--- src/rtl/core/brle_pkg.sv ---
`timescale 1ns / 1ps

package brle_pkg;

  // bits scanned per input word; bits above the 32-bit field read as zero
  localparam int WORD_BITS = 32;
  localparam int CNT_W     = $clog2(WORD_BITS + 1);

  localparam int RUN_W     = 32;
  localparam int LEN_W     = RUN_W - 1;
  localparam logic [LEN_W-1:0] LEN_FULL = {LEN_W{1'b1}};

  localparam int QUEUE_DEPTH = 2;
  localparam int QPTR_W      = $clog2(QUEUE_DEPTH);
  localparam int QCNT_W      = $clog2(QUEUE_DEPTH + 1);

  typedef struct packed {
    logic [31:0] data_word;
    logic        end_of_stream;
  } in_item_t;

  typedef struct packed {
    logic [RUN_W-1:0] run_word;
    logic             final_run;
  } out_item_t;

endpackage

--- src/rtl/core/bit_run_length_encoder.sv ---
`timescale 1ns / 1ps
// Bit run-length encoder. Input words arrive on in_valid/in_stall/in_data,
// each 32 bits scanned MSB first plus an end_of_stream flag. Closed runs
// leave on out_valid/out_stall/out_data as run words: bit 31 the run value,
// bits 30..0 the length minus one; final_run marks the run flushed by the
// word flagged end_of_stream. A full length field closes the run early.
// A word is taken whenever valid is high and in_stall is low; a two-entry
// queue holds words while the scanner works.
// Timing: the scanner loads a word, then takes one segment of equal bits
// in it (1 to 32) per cycle while no closing step waits on out_stall, and
// adds a flush step at end of stream. The scan loop, one leading-bit count
// and length add per cycle, sets the pace. out_valid rises at the earliest
// with the first scan step after the word is loaded from the queue.
// Every step that closes a run waits while the output register is held by
// out_stall; the queue then fills and in_stall rises.
// Reset (synchronous, rst_n low) empties the queue, drops any open run and
// clears out_valid.

module bit_run_length_encoder
  import brle_pkg::*;
(
  input  logic      clk,
  input  logic      rst_n,
  input  logic      in_valid,
  output logic      in_stall,
  input  in_item_t  in_data,
  output logic      out_valid,
  input  logic      out_stall,
  output out_item_t out_data
);

  logic     q_valid;
  logic     q_pop;
  in_item_t q_data;

  brle_queue u_queue (
    .clk      (clk),
    .rst_n    (rst_n),
    .in_valid (in_valid),
    .in_stall (in_stall),
    .in_data  (in_data),
    .q_pop    (q_pop),
    .q_valid  (q_valid),
    .q_data   (q_data)
  );

  brle_scan u_scan (
    .clk       (clk),
    .rst_n     (rst_n),
    .q_valid   (q_valid),
    .q_data    (q_data),
    .q_pop     (q_pop),
    .out_valid (out_valid),
    .out_stall (out_stall),
    .out_data  (out_data)
  );

endmodule

--- src/rtl/core/brle_queue.sv ---
`timescale 1ns / 1ps

module brle_queue
  import brle_pkg::*;
(
  input  logic     clk,
  input  logic     rst_n,
  input  logic     in_valid,
  output logic     in_stall,
  input  in_item_t in_data,
  input  logic     q_pop,
  output logic     q_valid,
  output in_item_t q_data
);

  in_item_t            mem [QUEUE_DEPTH];
  logic [QPTR_W-1:0]   wr_ptr_r, wr_ptr_nxt;
  logic [QPTR_W-1:0]   rd_ptr_r, rd_ptr_nxt;
  logic [QCNT_W-1:0]   count_r, count_nxt;
  logic                push;
  logic                pop;

  assign in_stall = (count_r == QCNT_W'(QUEUE_DEPTH));
  assign push     = in_valid && !in_stall;
  assign q_valid  = (count_r != '0);
  assign pop      = q_pop && q_valid;
  assign q_data   = mem[rd_ptr_r];

  always_comb begin
    wr_ptr_nxt = wr_ptr_r;
    rd_ptr_nxt = rd_ptr_r;
    count_nxt  = count_r;
    if (push) begin
      wr_ptr_nxt = (wr_ptr_r == QPTR_W'(QUEUE_DEPTH - 1)) ? '0 : wr_ptr_r + 1'b1;
    end
    if (pop) begin
      rd_ptr_nxt = (rd_ptr_r == QPTR_W'(QUEUE_DEPTH - 1)) ? '0 : rd_ptr_r + 1'b1;
    end
    case ({push, pop})
      2'b10:   count_nxt = count_r + 1'b1;
      2'b01:   count_nxt = count_r - 1'b1;
      default: count_nxt = count_r;
    endcase
  end

  always_ff @(posedge clk) begin
    if (!rst_n) begin
      wr_ptr_r <= '0;
      rd_ptr_r <= '0;
      count_r  <= '0;
    end else begin
      wr_ptr_r <= wr_ptr_nxt;
      rd_ptr_r <= rd_ptr_nxt;
      count_r  <= count_nxt;
    end
  end

  always_ff @(posedge clk) begin
    if (push) begin
      mem[wr_ptr_r] <= in_data;
    end
  end

endmodule

--- src/rtl/core/brle_scan.sv ---
`timescale 1ns / 1ps

module brle_scan
  import brle_pkg::*;
(
  input  logic      clk,
  input  logic      rst_n,
  input  logic      q_valid,
  input  in_item_t  q_data,
  output logic      q_pop,
  output logic      out_valid,
  input  logic      out_stall,
  output out_item_t out_data
);

  typedef enum logic [1:0] {ST_IDLE, ST_SCAN, ST_FLUSH} state_t;

  state_t               state_r, state_nxt;
  logic [WORD_BITS-1:0] sh_r, sh_nxt;
  logic [CNT_W-1:0]     rem_r, rem_nxt;
  logic                 eos_r, eos_nxt;
  logic                 run_open_r, run_open_nxt;
  logic                 prev_bit_r, prev_bit_nxt;
  logic [RUN_W-1:0]     acc_r, acc_nxt;
  logic                 out_valid_r, out_valid_nxt;
  out_item_t            out_data_r, out_data_nxt;

  logic                 cur_bit;
  logic [WORD_BITS-1:0] diff;
  logic [CNT_W-1:0]     lead;
  logic [CNT_W-1:0]     seg_len;
  logic [RUN_W-1:0]     len_sum;
  logic                 can_emit;

  assign cur_bit  = sh_r[WORD_BITS-1];
  assign diff     = sh_r ^ {WORD_BITS{cur_bit}};
  assign can_emit = !out_valid_r || !out_stall;
  assign q_pop    = (state_r == ST_IDLE) && q_valid;

  // leading bits equal to the top bit; the highest differing bit wins
  always_comb begin
    lead = CNT_W'(WORD_BITS);
    for (int i = 0; i < WORD_BITS; i++) begin
      if (diff[i]) begin
        lead = CNT_W'(WORD_BITS - 1 - i);
      end
    end
  end

  assign seg_len = (lead < rem_r) ? lead : rem_r;
  // carry into bit 31 means the length field filled inside this segment
  assign len_sum = {1'b0, acc_r[LEN_W-1:0]} + RUN_W'(seg_len);

  always_comb begin
    logic emit;
    logic [RUN_W-1:0] emit_word;
    logic [RUN_W-1:0] new_acc;

    state_nxt     = state_r;
    sh_nxt        = sh_r;
    rem_nxt       = rem_r;
    eos_nxt       = eos_r;
    run_open_nxt  = run_open_r;
    prev_bit_nxt  = prev_bit_r;
    acc_nxt       = acc_r;
    out_valid_nxt = out_valid_r && out_stall;
    out_data_nxt  = out_data_r;
    emit          = 1'b0;
    emit_word     = acc_r;
    new_acc       = {cur_bit, LEN_W'(seg_len) - 1'b1};

    case (state_r)
      ST_IDLE: begin
        if (q_valid) begin
          sh_nxt    = WORD_BITS'(q_data.data_word);
          rem_nxt   = CNT_W'(WORD_BITS);
          eos_nxt   = q_data.end_of_stream;
          state_nxt = ST_SCAN;
        end
      end
      ST_SCAN: begin
        if (!run_open_r) begin
          emit = 1'b0;
        end else if (cur_bit == prev_bit_r) begin
          new_acc = {cur_bit, len_sum[LEN_W-1:0]};
          if (len_sum[RUN_W-1]) begin
            emit      = 1'b1;
            emit_word = {cur_bit, LEN_FULL};
          end
        end else begin
          emit = 1'b1;
        end
        if (!emit || can_emit) begin
          acc_nxt      = new_acc;
          run_open_nxt = 1'b1;
          prev_bit_nxt = cur_bit;
          sh_nxt       = sh_r << seg_len;
          rem_nxt      = rem_r - seg_len;
          if (emit) begin
            out_valid_nxt = 1'b1;
            out_data_nxt  = '{run_word: emit_word, final_run: 1'b0};
          end
          if (rem_r == seg_len) begin
            state_nxt = eos_r ? ST_FLUSH : ST_IDLE;
          end
        end
      end
      ST_FLUSH: begin
        if (can_emit) begin
          out_valid_nxt = 1'b1;
          out_data_nxt  = '{run_word: acc_r, final_run: 1'b1};
          run_open_nxt  = 1'b0;
          prev_bit_nxt  = 1'b0;
          acc_nxt       = '0;
          state_nxt     = ST_IDLE;
        end
      end
      default: begin
        state_nxt = ST_IDLE;
      end
    endcase
  end

  always_ff @(posedge clk) begin
    if (!rst_n) begin
      state_r     <= ST_IDLE;
      run_open_r  <= 1'b0;
      prev_bit_r  <= 1'b0;
      acc_r       <= '0;
      out_valid_r <= 1'b0;
    end else begin
      state_r     <= state_nxt;
      run_open_r  <= run_open_nxt;
      prev_bit_r  <= prev_bit_nxt;
      acc_r       <= acc_nxt;
      out_valid_r <= out_valid_nxt;
      sh_r        <= sh_nxt;
      rem_r       <= rem_nxt;
      eos_r       <= eos_nxt;
      out_data_r  <= out_data_nxt;
    end
  end

  assign out_valid = out_valid_r;
  assign out_data  = out_data_r;

endmodule

--- config.mk ---
export PLATFORM = sky130hd
export DESIGN_NAME = bit_run_length_encoder
export DESIGN_NICKNAME = d
export VERILOG_FILES = /design/src/rtl/core/brle_pkg.sv /design/src/rtl/core/bit_run_length_encoder.sv /design/src/rtl/core/brle_queue.sv /design/src/rtl/core/brle_scan.sv
export SDC_FILE = /design/constraint.sdc
export NUM_CORES = 1
export LEC_CHECK = 0
export ABC_AREA = 1
export BUFFER_PORTS_ARGS = -buffer_cell sky130_fd_sc_hd__clkbuf_2
export CORE_UTILIZATION = 30
export CTS_CLUSTER_SIZE = 16
export DETAILED_ROUTE_END_ITERATION = 10
export MAX_ROUTING_LAYER = met4
export PLACE_DENSITY_LB_ADDON = 0.2
export RECOVER_POWER = 50
export SLEW_MARGIN = 5
export SYNTH_ARGS = -nofsm -noshare
export SYNTH_HDL_FRONTEND = slang
export SYNTH_SLANG_ARGS = --single-unit
--- constraint.sdc ---
create_clock -name clk -period 9.9 [get_ports clk]
set_input_delay 0.495 -clock clk [delete_from_list [all_inputs] [get_ports clk]]
set_output_delay 0.495 -clock clk [all_outputs]
set_load 0.005 [all_outputs]
-- After elaboration in Yosys (flattened, before gate mapping)
Memories as Yosys holds them, arrays and structs flattened. A register that Yosys moved wholly into a read port is not among the register bits.
Index checks and enable logic that the tools add are counted.
- register bits after elaboration: 113
- bits in writable memories: 66
- input bits: 37
- output and inout port bits: 35
- logic and storage cells: 133
- memories kept: 1
- add/sub/neg operators: 7
- order comparisons: 1
- equality and inequality tests: 12
- shifts and indexed selects: 1
- mux-type cells: 77
- bitwise logic cells: 1
- reduce and logical (&&, ||, !) cells: 20
- memories (memory ; depth ; bits a word ; read ports ; clocked after memory_dff ; wr ports ; line ; text):
    u_queue.mem ; 2 ; 33 ; 1 ; 1 ; 1 ; brle_queue.sv:16 ; in_item_t mem [QUEUE_DEPTH];
- operators with widths (kind ; count):
    32-bit two-way mux ; 7
    6-bit two-way mux ; 35
    32-bit one-hot mux with 2 select lines ; 2
    33-bit two-way mux ; 3
    33-bit one-hot mux with 2 select lines ; 1
    31-bit two-way mux ; 2
    31-bit by 6-bit adder with 32-bit output ; 1
    32-bit by 6-bit left shift with 32-bit output ; 1
    32-bit XOR ; 1
    1-bit two-way mux ; 16
    6-bit one-hot mux with 2 select lines ; 1
    2-bit two-way mux ; 5
    2-bit by 1-bit inequality test with 1-bit output (second input constant) ; 4
    4-bit AND reduction ; 2
    2-bit nonzero test ; 4
    6-bit by 1-bit subtractor with 7-bit output (second input constant) ; 1
    2-bit == test (second input constant) ; 3
    6-bit == test ; 1
    6-bit < comparator ; 1
    1-bit one-hot mux with 2 select lines ; 3
    2-bit one-hot mux with 3 select lines ; 1
    3-bit AND reduction ; 2
    6-bit subtractor ; 1
    5-bit AND reduction ; 1
    11 further kinds ; 20

-- Longest topological paths before layout
- word-level depth: 44
- depth in mapped cells: 69
- mapped depth without buffers: 65

-- Hierarchy
Synthesis repeated with hierarchy kept, for this count alone.
- cell total of the unflattened synthesis: 1280
- area, all modules: 10705.3 um^2
- modules (own cells, without submodules) (module ; instances ; cells each ; area an instance (um^2) ; sequential area each (um^2)):
    brle_scan ; 1 ; 1139 ; 7922.6 ; 2882.8
    brle_queue ; 1 ; 141 ; 2782.7 ; 2082.0

-- Worst setup path before layout
Ideal clock, no wire load.
- path kind: reg2reg
- start: register u_scan.sh_r[31]
- end: register u_scan.out_data_r, in the netlist u_scan.out_data[0], enable pin
- library setup time: 464 ps
- data arrival time: 7790 ps
- required time: 9436 ps
- slack: 1646 ps
- cell stages (with the launch flop): 36
- path buffers: 6
- period minus slack after synthesis: 8254 ps
- cells stage by stage: edfxtp_1 > buf_4 > buf_6 > buf_2 > buf_2 > xnor2_1 > nand2_1 > nor2_1 > nand2_1 > nor2_1 > ha_1 > a21oi_1 > nor2_1 > a211oi_1 > nand2_4 > nand2_1 > nand2_1 > buf_2 > buf_2 > ha_1 > nand3_1 > nand2_1 > nand3_1 > nand2_1 > a21oi_1 > nor2_1 > nand3_1 > nor2_1 > inv_1 > nor4_1 > nand3_1 > o21ai_0 > nand2_1 > nor2_1 > a21oi_1 > nor3_1
- word-level cells in the longest chain between the ends: 44
- elaborated cells between the ends (all ways): 46
- classes of those cells: add/sub: 1; order compare: 1; eq/ne: 3; mux: 37; bitwise: 1; reduce/logical: 3
- ends and longest elaborated chain (what ; line ; text):
    start, declared ; brle_scan.sv:19 ; logic [WORD_BITS-1:0] sh_r, sh_nxt;
    start signal, assigned ; brle_scan.sv:137 ; sh_r <= sh_nxt;
    32-bit XOR ; brle_scan.sv:36 ; assign diff = sh_r ^ {WORD_BITS{cur_bit}};
    6-bit two-way mux (32 in a row) ; brle_scan.sv:44 ; if (diff[i]) begin
    6-bit < comparator ; brle_scan.sv:50 ; assign seg_len = (lead < rem_r) ? lead : rem_r;
    6-bit two-way mux ; brle_scan.sv:50 ;
    31-bit by 6-bit adder with 32-bit output ; brle_scan.sv:52 ; assign len_sum = {1'b0, acc_r[LEN_W-1:0]} + RUN_W'(seg_len);
    1-bit two-way mux ; brle_scan.sv:86 ; if (len_sum[RUN_W-1]) begin
    1-bit two-way mux * ; brle_scan.sv:84 ; end else if (cur_bit == prev_bit_r) begin
    1-bit two-way mux * ; brle_scan.sv:82 ; if (!run_open_r) begin
    1-bit two-way mux * ; brle_scan.sv:72 ; case (state_r)
    1-bit logical NOT ; brle_scan.sv:93 ; if (!emit || can_emit) begin
    1-bit logical OR ; brle_scan.sv:93 ;
    2-bit by 1-bit inequality test with 1-bit output (no source line) ; - ;
    5-bit AND reduction (no source line) * ; - ;
    end signal, assigned ; brle_scan.sv:140 ; out_data_r <= out_data_nxt;
    end, declared ; brle_scan.sv:26 ; out_item_t out_data_r, out_data_nxt;
Mark *: on every way between the ends. The rest lies on a longest branch, timed or not. The select of a mux whose other input is x is not followed.
A chain may end at the register's enable or synchronous reset.

-- Worst setup path after layout
- start: register u_scan.sh_r[31]
- end: register u_scan.acc_r[20]
- word-level cells in the longest chain between the ends: 44
- elaborated cells between the ends (all ways): 50
- classes of those cells: add/sub: 2; order compare: 1; eq/ne: 2; mux: 41; bitwise: 1; reduce/logical: 3
- ends and longest elaborated chain (what ; line ; text):
    32-bit XOR ; brle_scan.sv:36 ;
    6-bit two-way mux (32 in a row) ; brle_scan.sv:44 ;
    6-bit < comparator ; brle_scan.sv:50 ;
    6-bit two-way mux ; brle_scan.sv:50 ;
    31-bit by 6-bit adder with 32-bit output ; brle_scan.sv:52 ;
    1-bit two-way mux ; brle_scan.sv:86 ;
    1-bit two-way mux ; brle_scan.sv:84 ;
    1-bit two-way mux ; brle_scan.sv:82 ;
    1-bit two-way mux ; brle_scan.sv:72 ;
    1-bit logical NOT ; brle_scan.sv:93 ;
    1-bit logical OR ; brle_scan.sv:93 ;
    2-bit by 1-bit inequality test with 1-bit output (no source line) ; - ;
    3-bit AND reduction (no source line) ; - ;
    end signal, assigned ; brle_scan.sv:135 ; acc_r <= acc_nxt;
    end, declared ; brle_scan.sv:24 ; logic [RUN_W-1:0] acc_r, acc_nxt;
Several ways; a longest one is shown, not always the timed one. The select of a mux whose other input is x is not followed.

==> flow_metrics.py <==
metrics = {
    "run_status": {
        "status": "finished with violations",
        "violations": "max-capacitance violations, max-slew violations",
    },
    "clock_network": {
        "cts_root_buf": "clkbuf_16",
        "clk_latency_ns": 0.44,
        "cts_buffers": 17,
        "ctsResizeCount": 0,
        "cts_tree": "yes",
        "clock-sinks": 179,
        "cts.clk_slew.worst_paths_ns": 0.08,
        "clock_path_buffers": 2,
        "cts_max_level": 4,
        "post_cts_buffers": 0,
        "holdBufCountCts": 0,
    },
    "worst_hold_path": {
        "min_path_type": "input port to flip-flop",
        "worstHoldPathCells": 1,
        "hold_end": "u_queue.mem[1][5]$_DFFE_PP_",
        "hp-start": "in_data[5]",
    },
    "routing": {
        "via_per_inst": 4.95,
        "routed_wl_um": 28300,
        "avgRoutedWirePerCell_um": 15.9,
        "final_antenna_net_count": 0,
        "drt-initial-drc-count": 887,
        "drc": 0,
        "first_pass_iters": 5,
        "vias": 8814,
    },
    "finish": {
        "fillCellCount": 3547,
        "area_growth_pct": 11.1,
        "n_antenna_cell": 0,
        "drive_gt1_share_pct": 7.12,
        "seqCellArea_mm2": 0.00496,
        "multiInputGateArea_mm2": 0.00460,
        "post-route-util_pct": 34.0,
        "fin_nets": 1383,
    },
    "placement": {
        "port_buffers": 71,
        "place_congestion": 0.905,
        "dp_hpwl_um": 20400,
    },
    "setup_path": {
        "cp_top_family": "compound AO/OA/AOI/OAI gates",
        "reg2reg_depth": 40,
        "cp_slowest_cell": "a211oi_1",
        "critPathKind": "flip-flop to flip-flop",
        "r2r_slack_ns": 1.45,
        "worstPathRequired_ns": 10.27,
        "crit_top_cell": "nor2_1",
        "setup.worst_path.start_class": "flip-flop",
        "path_max_fanout": 34,
        "cp.buffers_inverters": 8,
        "slowest_delay_ns": 0.76,
        "worstPathArrival_ns": 8.81,
        "timing.rr.end": "u_scan.acc_r[20]$_SDFFE_PN0P_",
        "timing.rr.start": "u_scan.sh_r[31]$_DFFE_PP_",
        "critPathCaptureType": "flip-flop",
    },
    "die": {
        "fp.dieH_um": 188,
        "core-area_mm2": 0.0338,
        "std_cell_rows": 67,
        "initial_core_util_pct": 30.7,
        "io_pins": 72,
        "dieArea_mm2": 0.0353,
        "fp.dieW_um": 188,
    },
    "synthesis": {
        "netlist_instances": 1300,
        "yosysSeqAreaShare_pct": 47.9,
        "synth_area_per_cell_um2": 7.97,
        "async_flop_share_pct": 0,
        "ys_warn_count": 0,
        "synth_edf_count": 138,
        "synth_top_flop_cell": "edfxtp_1",
        "netlist_top_cells_area": "edfxtp_1 40%, nand2_1 12%, nand3_1 10%, dfxtp_1 7.9%, nor2_1 4.2%",
        "yosys.area.top_type": "edfxtp_1",
        "synthesis.area_mm2": 0.0104,
        "synth_commonest_cells": "323 x nand2_1, 207 x nand3_1, 138 x edfxtp_1",
        "synth_top_area_share_pct": 40.0,
        "ys_ff_latch": 179,
        "syn_nets": 1362,
        "synth_most_common_cell": "nand2_1",
        "synth_cell_type_count": 42,
    },
    "global_route": {
        "antenna_found_initial": 0,
        "grt_max_degree": 39,
        "grtUsageTotal_pct": 16.8,
        "grt_pass1_wl_um": 45000,
        "grt_pass1_vias": 8086,
        "globalRoute.totalOverflow": 0,
    },
    "sta": {
        "worst_pin_slew_ns": 2.12,
        "rsz0062_at_grt": "false",
        "maxClockFrequency_mhz": 118,
        "slew_headroom_pct": -41.6,
        "setup-tns-final_ns": 0,
        "fin_crit_sh_pct": 85.3,
        "skew_ns": 0.0159,
        "hold_viol": 0,
        "slew_viol_final": 68,
        "period_needed_ns": 8.45,
        "setup_viol": 0,
    },
    "flow_run": {
        "maxCapViolCount": 2,
    },
}
## metal layers
layer | track usage [%] | up-vias | share of wire [%]
met4 | 3.94 | 0 | 1.1
met3 | 2.45 | 19 | 5.9
met2 | 24.4 | 264 | 43
li1 | - | 4382 | -
met5 | - | - | 0
met1 | 24.3 | 4149 | 50
## placed cells by master, fill, tap and decap left out, types with 2 or more instances in the layout
master / n
clkinv_1: 3
xor2_1: 13
clkbuf_2: 31
nand2_1: 323
clkinvlp_4: 2
edfxtp_1: 138
xnor2_1: 33
nand3_1: 207
nor4_1: 3
inv_2: 5
nand2_4: 2
inv_6: 5
and2_1: 2
fa_1: 2
nand2_2: 3
nor2_2: 5
nand3b_1: 3
nand4_1: 10
o21ai_0: 72
clkbuf_16: 17
a31oi_1: 4
o22ai_1: 5
o21ai_1: 16
clkbuf_1: 42
clkinv_4: 5
a21oi_1: 62
nor3_1: 10
nor2_1: 113
inv_1: 105
o21bai_1: 2
buf_4: 10
o211ai_1: 2
dfxtp_1: 41
inv_8: 3
ha_1: 23
## through the flow
stage	instances	area (um^2)	hold WS [ns]	worst slack, ns
final	1782	11500	0.244	1.45
after global routing	1782	11500	0.230	0.415
after floorplan	1300	10400	0.425	1.65
after global placement	1750	11000	0.436	1.71
after detailed placement	1750	11000	0.453	1.46
after CTS	1782	11600	0.224	1.40
## worst reg2reg max path, delay by kind of cell (launching register included)
family,cells,cell delay (ns)
simple gates,18,2.43
fa+ha+maj,2,0.76
xor+xnor,1,0.23
flops,1,0.40
buf+inv,8,1.59
compound gates,11,2.97
## registers in the layout (all words and copies together) (netlist names), named ones only
name / cells
u_queue.count_r: 2
u_queue.mem: 66
u_queue.rd_ptr_r: 1
u_queue.wr_ptr_r: 1
u_scan.acc_r: 31
u_scan.eos_r: 1
u_scan.out_data: 33
u_scan.out_valid: 1
u_scan.prev_bit_r: 1
u_scan.rem_r: 6
u_scan.run_open_r: 1
u_scan.sh_r: 32
u_scan.state_r: 2
## layout make-up
class,instances,share of cell area (%)
Clock buffer,17,3.70
Clock inverter,15,1.19
Inverter,113,3.69
Multi-Input combinational cell,927,40.0
Sequential cell,179,43.2
Tap cell,448,4.87
Timing Repair Buffer,83,3.37
## worst max path at each step
stage | start | end | cells after the start
global route | u_scan.sh_r[31]$_DFFE_PP_ | u_scan.acc_r[24]$_SDFFE_PN0P_ | 41
detailed placement | u_scan.sh_r[31]$_DFFE_PP_ | u_scan.acc_r[20]$_SDFFE_PN0P_ | 42
CTS | u_scan.sh_r[31]$_DFFE_PP_ | u_scan.acc_r[20]$_SDFFE_PN0P_ | 41
finish | u_scan.sh_r[31]$_DFFE_PP_ | u_scan.acc_r[20]$_SDFFE_PN0P_ | 40
floorplan | u_scan.sh_r[31]$_DFFE_PP_ | u_scan.out_data[0]$_DFFE_PP_ | 35
global placement | u_scan.sh_r[31]$_DFFE_PP_ | u_scan.acc_r[20]$_SDFFE_PN0P_ | 42
## kinds of logic after synthesis
| logic type | Yosys count | share of synthesized area (%) |
|---|---|---|
| and+or+nand+nor | 684 | 28.3 |
| DFF | 179 | 47.9 |
| adders and majority gates | 25 | 3.17 |
| AOI/OAI and AO/OA | 171 | 8.81 |
| xor gates and xnor gates | 47 | 4.05 |
| buffers and inverters | 194 | 7.71 |
Power is not shown: default switching activity piles up to over one toggle a cycle in this logic, so the estimate is an artifact.
